**src/hw/rtl/ahct_pkg.sv**
```systemverilog
// Shared constants, register codes and types of the associative cache hit tracker.
package ahct_pkg;

  localparam int ENTRIES_DEF   = 16;
  localparam int ADDR_BITS_DEF = 32;
  localparam int IN_ADDR_W     = 32;
  localparam int CNT_W         = 32;
  localparam int CAP_W         = 5;
  localparam int APB_DATA_W    = 32;
  localparam int APB_ADDR_W    = 3;

  localparam logic [CAP_W-1:0] CAP_RESET = 5'd16;

  typedef enum logic {
    REG_POLICY   = 1'b0,
    REG_CAPACITY = 1'b1
  } reg_idx_t;

  typedef enum logic {
    POLICY_LRU  = 1'b0,
    POLICY_FIFO = 1'b1
  } policy_t;

  typedef struct packed {
    policy_t              policy;
    logic [CAP_W-1:0]     capacity;
  } ahct_cfg_t;

endpackage

```
**src/hw/rtl/assoc_cache_hit_tracker.sv**
```systemverilog
// Top level of the associative cache hit tracker with input and result registers.
//
//  Channel   Ports                                   Direction  Handshake
//  input     in_address                              in         in_valid / in_stall
//  result    out_hit, out_access_total, out_hit_total out       out_valid / out_stall
//  config    psel penable pwrite paddr pwdata prdata  in/out     APB, pready tied high
//
// A transaction accepted at a clock edge is held in the input register, and its result
// is written to the result register when the lookup advances. With no stalls one
// transaction is accepted every cycle: the parallel tag compare and one-step shift of
// the entry registers complete while the transaction is in the input register.
// Reset is synchronous and clears the occupancy, the counters and the valid flags.
// A stalled result holds the lookup stage, which then stalls the input.
module assoc_cache_hit_tracker #(
  parameter int ENTRIES   = ahct_pkg::ENTRIES_DEF,
  parameter int ADDR_BITS = ahct_pkg::ADDR_BITS_DEF
) (
  input  logic                             clk,
  input  logic                             rst_n,
  input  logic                             in_valid,
  output logic                             in_stall,
  input  logic [ahct_pkg::IN_ADDR_W-1:0]   in_address,
  output logic                             out_valid,
  input  logic                             out_stall,
  output logic                             out_hit,
  output logic [ahct_pkg::CNT_W-1:0]       out_access_total,
  output logic [ahct_pkg::CNT_W-1:0]       out_hit_total,
  input  logic                             psel,
  input  logic                             penable,
  input  logic                             pwrite,
  input  logic [ahct_pkg::APB_ADDR_W-1:0]  paddr,
  input  logic [ahct_pkg::APB_DATA_W-1:0]  pwdata,
  output logic [ahct_pkg::APB_DATA_W-1:0]  prdata,
  output logic                             pready
);

  ahct_pkg::ahct_cfg_t                 cfg;
  logic                                s1_valid_r;
  logic [ahct_pkg::IN_ADDR_W-1:0]      s1_addr_r;
  logic                                out_valid_r;
  logic                                out_hit_r;
  logic [ahct_pkg::CNT_W-1:0]          acc_cnt_r;
  logic [ahct_pkg::CNT_W-1:0]          hit_cnt_r;
  logic                                advance;
  logic                                in_take;
  logic                                hit;

  ahct_cfg u_cfg (
    .clk     (clk),
    .rst_n   (rst_n),
    .psel    (psel),
    .penable (penable),
    .pwrite  (pwrite),
    .paddr   (paddr),
    .pwdata  (pwdata),
    .prdata  (prdata),
    .pready  (pready),
    .cfg     (cfg)
  );

  ahct_store #(
    .ENTRIES   (ENTRIES),
    .ADDR_BITS (ADDR_BITS)
  ) u_store (
    .clk   (clk),
    .rst_n (rst_n),
    .go    (advance),
    .addr  (s1_addr_r),
    .cfg   (cfg),
    .hit   (hit)
  );

  assign advance  = s1_valid_r && (!out_valid_r || !out_stall);
  assign in_stall = s1_valid_r && !advance;
  assign in_take  = in_valid && !in_stall;

  always_ff @(posedge clk) begin
    if (!rst_n) begin
      s1_valid_r <= 1'b0;
    end else if (in_take) begin
      s1_valid_r <= 1'b1;
    end else if (advance) begin
      s1_valid_r <= 1'b0;
    end
  end

  always_ff @(posedge clk) begin
    if (in_take) begin
      s1_addr_r <= in_address;
    end
  end

  always_ff @(posedge clk) begin
    if (!rst_n) begin
      out_valid_r <= 1'b0;
      acc_cnt_r   <= '0;
      hit_cnt_r   <= '0;
    end else if (advance) begin
      out_valid_r <= 1'b1;
      if (acc_cnt_r != '1) begin
        acc_cnt_r <= acc_cnt_r + ahct_pkg::CNT_W'(1);
      end
      if (hit && (hit_cnt_r != '1)) begin
        hit_cnt_r <= hit_cnt_r + ahct_pkg::CNT_W'(1);
      end
    end else if (!out_stall) begin
      out_valid_r <= 1'b0;
    end
  end

  always_ff @(posedge clk) begin
    if (advance) begin
      out_hit_r <= hit;
    end
  end

  assign out_valid        = out_valid_r;
  assign out_hit          = out_hit_r;
  assign out_access_total = acc_cnt_r;
  assign out_hit_total    = hit_cnt_r;

endmodule

```
**src/hw/rtl/ahct_cfg.sv**
```systemverilog
// APB configuration registers: replacement policy and capacity.
module ahct_cfg (
  input  logic                             clk,
  input  logic                             rst_n,
  input  logic                             psel,
  input  logic                             penable,
  input  logic                             pwrite,
  input  logic [ahct_pkg::APB_ADDR_W-1:0]  paddr,
  input  logic [ahct_pkg::APB_DATA_W-1:0]  pwdata,
  output logic [ahct_pkg::APB_DATA_W-1:0]  prdata,
  output logic                             pready,
  output ahct_pkg::ahct_cfg_t              cfg
);

  ahct_pkg::policy_t                 policy_r;
  logic [ahct_pkg::CAP_W-1:0]        capacity_r;
  ahct_pkg::reg_idx_t                reg_idx;
  logic                              wr_en;

  assign reg_idx = ahct_pkg::reg_idx_t'(paddr[2]);
  assign wr_en   = psel && penable && pwrite;
  assign pready  = 1'b1;

  always_ff @(posedge clk) begin
    if (!rst_n) begin
      policy_r   <= ahct_pkg::POLICY_LRU;
      capacity_r <= ahct_pkg::CAP_RESET;
    end else if (wr_en) begin
      unique case (reg_idx)
        ahct_pkg::REG_POLICY:   policy_r   <= ahct_pkg::policy_t'(pwdata[0]);
        ahct_pkg::REG_CAPACITY: capacity_r <= pwdata[ahct_pkg::CAP_W-1:0];
        default: ;
      endcase
    end
  end

  always_comb begin
    prdata = '0;
    unique case (reg_idx)
      ahct_pkg::REG_POLICY:   prdata[0] = policy_r;
      ahct_pkg::REG_CAPACITY: prdata[ahct_pkg::CAP_W-1:0] = capacity_r;
      default: ;
    endcase
  end

  assign cfg.policy   = policy_r;
  assign cfg.capacity = capacity_r;

endmodule

```
**src/hw/rtl/ahct_store.sv**
```systemverilog
// Entry array kept newest first, with parallel compare and one-step reorder.
module ahct_store #(
  parameter int ENTRIES   = ahct_pkg::ENTRIES_DEF,
  parameter int ADDR_BITS = ahct_pkg::ADDR_BITS_DEF
) (
  input  logic                             clk,
  input  logic                             rst_n,
  input  logic                             go,
  input  logic [ahct_pkg::IN_ADDR_W-1:0]   addr,
  input  ahct_pkg::ahct_cfg_t              cfg,
  output logic                             hit
);

  localparam int KEY_W = (ADDR_BITS < ahct_pkg::IN_ADDR_W) ? ADDR_BITS : ahct_pkg::IN_ADDR_W;
  localparam int OCC_W = $clog2(ENTRIES + 1);
  localparam int CMP_W = (OCC_W > ahct_pkg::CAP_W) ? OCC_W : ahct_pkg::CAP_W;
  localparam logic [CMP_W-1:0] ENTRIES_C = CMP_W'(ENTRIES);

  logic [KEY_W-1:0]   entry_r [ENTRIES];
  logic [OCC_W-1:0]   occ_r;
  logic [OCC_W-1:0]   occ_nxt;
  logic [KEY_W-1:0]   key;
  logic [CMP_W-1:0]   cap_ext;
  logic [OCC_W-1:0]   cap_eff;
  logic               cap_nz;
  logic [ENTRIES-1:0] match;
  logic [ENTRIES-1:0] ge;
  logic [ENTRIES-1:0] shift_en;
  logic               lru;

  assign key     = addr[KEY_W-1:0];
  assign cap_ext = CMP_W'(cfg.capacity);
  assign cap_eff = (cap_ext > ENTRIES_C) ? OCC_W'(ENTRIES) : cap_ext[OCC_W-1:0];
  assign cap_nz  = (cap_eff != '0);
  assign lru     = (cfg.policy == ahct_pkg::POLICY_LRU);
  assign hit     = |match;

  genvar i;
  generate
    for (i = 0; i < ENTRIES; i++) begin : g_slot
      assign match[i]    = cap_nz && (OCC_W'(i) < occ_r) && (entry_r[i] == key);
      assign ge[i]       = |match[ENTRIES-1:i];
      assign shift_en[i] = !hit || (lru && ge[i]);

      if (i == 0) begin : g_head
        always_ff @(posedge clk) begin
          if (go && cap_nz && shift_en[i]) begin
            entry_r[i] <= key;
          end
        end
      end else begin : g_body
        always_ff @(posedge clk) begin
          if (go && cap_nz && shift_en[i]) begin
            entry_r[i] <= entry_r[i-1];
          end
        end
      end
    end
  endgenerate

  always_comb begin
    occ_nxt = occ_r;
    if (!cap_nz) begin
      occ_nxt = '0;
    end else if (!hit) begin
      occ_nxt = (occ_r >= cap_eff) ? cap_eff : occ_r + OCC_W'(1);
    end
  end

  always_ff @(posedge clk) begin
    if (!rst_n) begin
      occ_r <= '0;
    end else if (go) begin
      occ_r <= occ_nxt;
    end
  end

endmodule
```
**config.mk**
```make
export PLATFORM = sky130hd
export DESIGN_NAME = assoc_cache_hit_tracker
export DESIGN_NICKNAME = d
export VERILOG_FILES = /design/src/hw/rtl/ahct_pkg.sv /design/src/hw/rtl/assoc_cache_hit_tracker.sv /design/src/hw/rtl/ahct_cfg.sv /design/src/hw/rtl/ahct_store.sv
export SDC_FILE = /design/constraint.sdc
export NUM_CORES = 1
export LEC_CHECK = 0
export BUFFER_PORTS_ARGS = -buffer_cell sky130_fd_sc_hd__buf_2
export CORE_MARGIN = 4
export CORE_UTILIZATION = 55
export CTS_BUF_LIST = sky130_fd_sc_hd__clkbuf_8 sky130_fd_sc_hd__clkbuf_16
export DETAILED_ROUTE_END_ITERATION = 16
export MAX_ROUTING_LAYER = met4
export PLACE_DENSITY = 0.73
export SLEW_MARGIN = 30
export SYNTH_ARGS = -nofsm -noshare
export SYNTH_HDL_FRONTEND = slang
export SYNTH_SLANG_ARGS = --single-unit
```
**constraint.sdc**
```tcl
create_clock -name clk -period 8.18 [get_ports clk]
set_input_delay 1.636 -clock clk [delete_from_list [all_inputs] [get_ports clk]]
set_output_delay 1.636 -clock clk [all_outputs]
set_load 0.02 [all_outputs]
```
# Yosys cells after proc, flatten, opt, wreduce, memory -nomap -nowiden
# Memory sizes are Yosys's and may differ from the RTL's.
# Cells that the tools add are included.
[word_totals]
ram_bits = 512
output_inout_bits = 100
memories = 1
register_bits = 110
inputBits = 74
[op_classes]
add_sub_neg = 3
n_eq_ne = 20
magnitude_cmp = 18
n_mux = 42
bitwise = 2
reduce_logical = 115
[memory_table]
columns = ["memory", "depth", "width", "read_ports", "rd_ports_with_merged_regs", "wr", "line_no", "rtl"]
rows = [
  ["u_store.entry_r", 16, 32, 16, 0, 16, "ahct_store.sv:19", "logic [KEY_W-1:0] entry_r [ENTRIES];"],
]
[ops]
columns = ["op", "n"]
rows = [
  ["equality test 32 bit", 16],
  ["logical AND 1 bit", 71],
  ["adder 32 x 1 -> 32 bit (second input constant)", 2],
  ["!= test 32 bit (second input constant)", 2],
  ["< comparator 4 x 5 -> 1 bit (first input constant)", 8],
  ["2-to-1 mux 1 bit", 36],
  ["< comparator 3 x 5 -> 1 bit (first input constant)", 4],
  ["2-to-1 mux 5 bit", 4],
  ["logical OR 1 bit", 17],
  ["OR reduction 16 bit", 1],
  ["OR reduction 15 bit", 1],
  ["OR reduction 14 bit", 1],
  ["OR reduction 13 bit", 1],
  ["OR reduction 12 bit", 1],
  ["OR reduction 11 bit", 1],
  ["< comparator 1 x 5 -> 1 bit (first input constant)", 2],
  ["< comparator 2 x 5 -> 1 bit (first input constant)", 2],
  ["AND reduction 2 bit", 5],
  ["OR reduction 10 bit", 1],
  ["OR reduction 9 bit", 1],
  ["OR reduction 8 bit", 1],
  ["OR reduction 7 bit", 1],
  ["OR reduction 6 bit", 1],
  ["adder 5 x 1 -> 5 bit (second input constant)", 1],
  ["other kinds (14)", 19],
]

# Logic depth before layout (Yosys ltp)
[logic_depth]
depth_word = 11
depth_mapped = 14
ltp_nobuf = 11

# Cells and area by module
# A second synthesis with hierarchy kept.
[unflattened]
cells_unflattened = 2056
area_unflattened_um2 = 27993.1
[by_module_without_submodules]
columns = ["mod", "cells_each", "instances", "area_each_um2"]
rows = [
  ["ahct_store", 1551, 1, 23154.7],
  ["assoc_cache_hit_tracker", 442, 1, 4311.6],
  ["ahct_cfg", 63, 1, 526.8],
]

# Worst setup path after synthesis
# OpenSTA, ideal clock, no wires.
[synth_path]
path_type = "input-to-reg"
from = "input port out_stall"
to = "memory u_store.entry_r[1][160] in the netlist's numbering (enable)"
slack_ps = 3122
t_required_ps = 7714
t_arrival_ps = 4592
stages = 4
setup_time_ps = 466
path_cell_list = "nand2_1 > nand2_1 > or3_1 > o21ai_0"
[synth_lines]
columns = ["item", "line_no", "rtl"]
rows = [
  ["start, declared", "assoc_cache_hit_tracker.sv:24", "input logic out_stall,"],
  ["end, declared", "ahct_store.sv:19", ""],
]

==> results.md <==
* **maximum operating frequency** 209 MHz
* **netlist area before placement** 28200 sq um
* **power per unit of standard cell area** 236 nW/um^2
* **post-layout power** 7.45 mW
* **Resize count post-CTS** 0
* **first-pass GRT wire length** 115000 um
* **Vert. Die Dim** 234 um
* **critical path class** flop to flop
* **via-per-instance ratio** 6.20
* **iteration count of the initial detailed-routing pass** 5
* **portion of the clock cycle consumed by the worst path in the final layout** 0.586
* **result of the run** finished clean
* **most common cell in the synthesized netlist** sky130_fd_sc_hd__edfxtp_1
* **number of core rows** 82
* **mean instance size in the synthesized netlist** 13.5 sq um
* **buffers from clock root to sink, at most** 3
* **count of buffers inserted at the top-level ports** 116
* **top flip-flop cell by instance count after synthesis** sky130_fd_sc_hd__edfxtp_1
* **synthesis-stage register bit count** 622
* **Area contributors post-synth** sky130_fd_sc_hd__edfxtp_1, sky130_fd_sc_hd__xnor2_1, sky130_fd_sc_hd__dfxtp_1
* **number of clock buffers inserted by TritonCTS** 66
* **Buffers & Inverters on Critical Path** 2
* **maximum number of pins on one net before global-route repair** 54
* **kind of end point of the critical path** flop
* **layout cells sized above 1** 0.126
* **worst-case setup slack after placement** 3.49 ns
* **DRC violation total after the first TritonRoute iteration** 2067
* **area share of the largest cell type after synthesis** 0.581
* **number of enable-type register cells in the synthesized netlist** 545
* **TritonCTS clock tree** yes
* **Leakage** 10.3 nW
* **residual overflow from global routing** 0
* **number of global-route vias before repair** 17500
* **Via Count** 18300
* **signal arrival time at the worst endpoint** 5.10 ns
* **CTS clk-pin slew, worst paths** 0.06 ns
* **maximum single-stage delay on the critical path** 0.93 ns
* **Fin Hold WS** 0.460 ns
* **Slew @ Worst Pin** 0.938 ns
* **final hold violation count** 0
* **Crit path required time** 8.49 ns
* **antenna violations before repair** 1
* **Overall Global Routing Usage** 0.293
* **yosys warns** 0
* **setup bufs post-CTS** 0
* **wire per inst** 26.9 um
* **IO Pins** 174
* **number of nets with antenna violations after detailed routing** 0
* **Tightest Hold Check Type** flop to flop
* **Initial Utilization** 0.559
* **area grow syn2layout** 11.9%
* **Worst setup SP type** flop
* **sequential fraction of the synthesis area** 0.635
* **Critical-path top delay cell** sky130_fd_sc_hd__edfxtp_1
* **share of flip-flops with an asynchronous set or reset after synthesis** 0
* **Horiz. Die Dim** 234 um
* **headroom to the max-slew limit** 0.375
* **crit path max fanout** 20
* **number of remaining DRC errors** 0
* **HPWL after detailed placement** 55500 um
* **peak supply drop** 0.192 mV
* **cell accounting for the most synthesized area** sky130_fd_sc_hd__edfxtp_1
* **Clock Root Buffer** sky130_fd_sc_hd__clkbuf_16
* **final period demand of the worst path** 4.79 ns
* **Cell variety after synth** 65
* **Total Routed Length** 79200 um
* **GP Congestion** 0.951
* **commonest cells in the netlist** sky130_fd_sc_hd__edfxtp_1, sky130_fd_sc_hd__xnor2_1, sky130_fd_sc_hd__nand4_1
* **Clk Latency, worst-skew pair** 0.60 ns
* **Final Setup Violations** 0
* **CTS sink cnt** 622
* **cell breakdown of the critical path** buf_4 > xor2_1 > or4_1 > nor4_1 > nand3_1 > nand4_1 > nor4_1 > and4_1 > and2_1 > a21oi_4 > buf_16
* **Final TNS setup** 0 ns
* **Max Slew Vio Count** 0
* **Crit path top cell by count** sky130_fd_sc_hd__nor4_1
* **standard cell core area** 50400 sq um
* **net total in the final layout** 2306
* **unrepaired setup endpoints after global routing** false
* **area enclosed by the die boundary** 54900 sq um
* **Max Cap Violations** 0
* **CTS H-tree lvls** 3
* **count of hold-fix buffers inserted at cts** 0
* **final clock skew** 0.0277 ns
* **number of cells produced by synthesis** 2083
* **crit path setup slack, layout** 3.39 ns
* **Top delay family on crit path** simple AND/OR/NAND/NOR gates
[metrics by stage]
stage          cell area [sq um]  std cells  utilization
2_1_floorplan              28300       2109            -
3_3_place_gp               29300       2825        0.582
3_5_place_dp               29400       2826        0.583
4_1_cts                    31500       2944        0.625
5_1_grt                    31500       2947        0.626
6_report                   31500       2947        0.626
[area by class of cell]
class | instances | area (sq um)
clock inverters | 49 | 397
well taps | 672 | 841
clock buffers | 69 | 1730
flip-flops and latches | 622 | 17900
diodes | 1 | 2.50
repair buffers | 168 | 1020
multi-input cells | 1348 | 9570
fillers | 3835 | 18800
inverters | 18 | 68.8
[per-layer routing]
| layer | global-route usage | up-vias | routed length (um) |
|---|---|---|---|
| li1 | - | 7953 | - |
| met1 | 0.396 | 9215 | 32500 |
| met2 | 0.466 | 926 | 38200 |
| met3 | 0.0408 | 183 | 5830 |
| met4 | 0.0934 | 0 | 2700 |
| met5 | - | - | 0 |
[cell families after synthesis]
logic type	synth area share
and+or+nand+nor	0.130
DFF	0.635
xor gates and xnor gates	0.168
buffers and inverters	0.0310
AOI/OAI and AO/OA	0.0229
muxes	0.00892
adders and majority gates	0.00355
other	0.000266
[layout by cell type, fill, tap and decap left out, types with 9 or more instances in the layout]
cell	Yosys	final
sky130_fd_sc_hd__xor2_1	122	122
sky130_fd_sc_hd__mux2i_1	24	24
sky130_fd_sc_hd__nor4b_1	11	11
sky130_fd_sc_hd__conb_1	2	28
sky130_fd_sc_hd__inv_1	17	26
sky130_fd_sc_hd__nand2_1	110	109
sky130_fd_sc_hd__clkinv_2	0	10
sky130_fd_sc_hd__a21oi_1	32	29
sky130_fd_sc_hd__nor3_1	31	31
sky130_fd_sc_hd__clkinv_1	0	20
sky130_fd_sc_hd__xnor2_1	419	419
sky130_fd_sc_hd__clkbuf_16	0	69
sky130_fd_sc_hd__and3_1	24	23
sky130_fd_sc_hd__or4_1	28	28
sky130_fd_sc_hd__nand2b_1	17	17
sky130_fd_sc_hd__nand4_1	172	172
sky130_fd_sc_hd__nand3_1	56	56
sky130_fd_sc_hd__or3_1	10	10
sky130_fd_sc_hd__dfxtp_1	77	77
sky130_fd_sc_hd__and2_1	9	9
sky130_fd_sc_hd__nor4_1	73	73
sky130_fd_sc_hd__o31ai_1	10	10
sky130_fd_sc_hd__buf_4	40	49
sky130_fd_sc_hd__nor2_1	72	69
sky130_fd_sc_hd__buf_2	41	116
sky130_fd_sc_hd__o21ai_0	18	14
sky130_fd_sc_hd__edfxtp_1	545	545
[power by group]
part           switching, mW  internal, mW
Combinational          0.415         0.229
Clock                   1.23          1.74
Sequential             0.159          3.67
[final timing paths]
kind / start / end / depth (start not counted) / slack, ns
worst max-delay path: s1_addr_r[15] / u_store.entry_r[0][37] / 11 / 3.39
worst min-delay path: u_store.entry_r[1][83] / u_store.entry_r[1][115] / 0 / 0.46
worst max register to register: s1_addr_r[15] / u_store.entry_r[0][37] / 11 / 3.39
worst min register to register: u_store.entry_r[1][83] / u_store.entry_r[1][115] / 0 / 0.46
[sequential cells by signal (all words and copies together), names as in the netlist]
| name | count |
|---|---|
| u_store.entry_r | 512 |
| out_access_total | 32 |
| out_hit_total | 32 |
| s1_addr_r | 32 |
| u_cfg.capacity_r | 5 |
| u_store.occ_r | 5 |
| out_hit | 1 |
| out_valid | 1 |
| s1_valid_r | 1 |
| u_cfg.policy_r | 1 |
[worst reg2reg max path, stage by stage, from the launching register on]
cell,delay [ns]
sky130_fd_sc_hd__edfxtp_1,0.93
sky130_fd_sc_hd__buf_4,0.37
sky130_fd_sc_hd__xor2_1,0.17
sky130_fd_sc_hd__or4_1,0.54
sky130_fd_sc_hd__nor4_1,0.55
sky130_fd_sc_hd__nand3_1,0.32
sky130_fd_sc_hd__nand4_1,0.23
sky130_fd_sc_hd__nor4_1,0.12
sky130_fd_sc_hd__and4_1,0.27
sky130_fd_sc_hd__and2_1,0.23
sky130_fd_sc_hd__a21oi_4,0.51
sky130_fd_sc_hd__buf_16,0.24
Power figures use the tool's default switching activity.
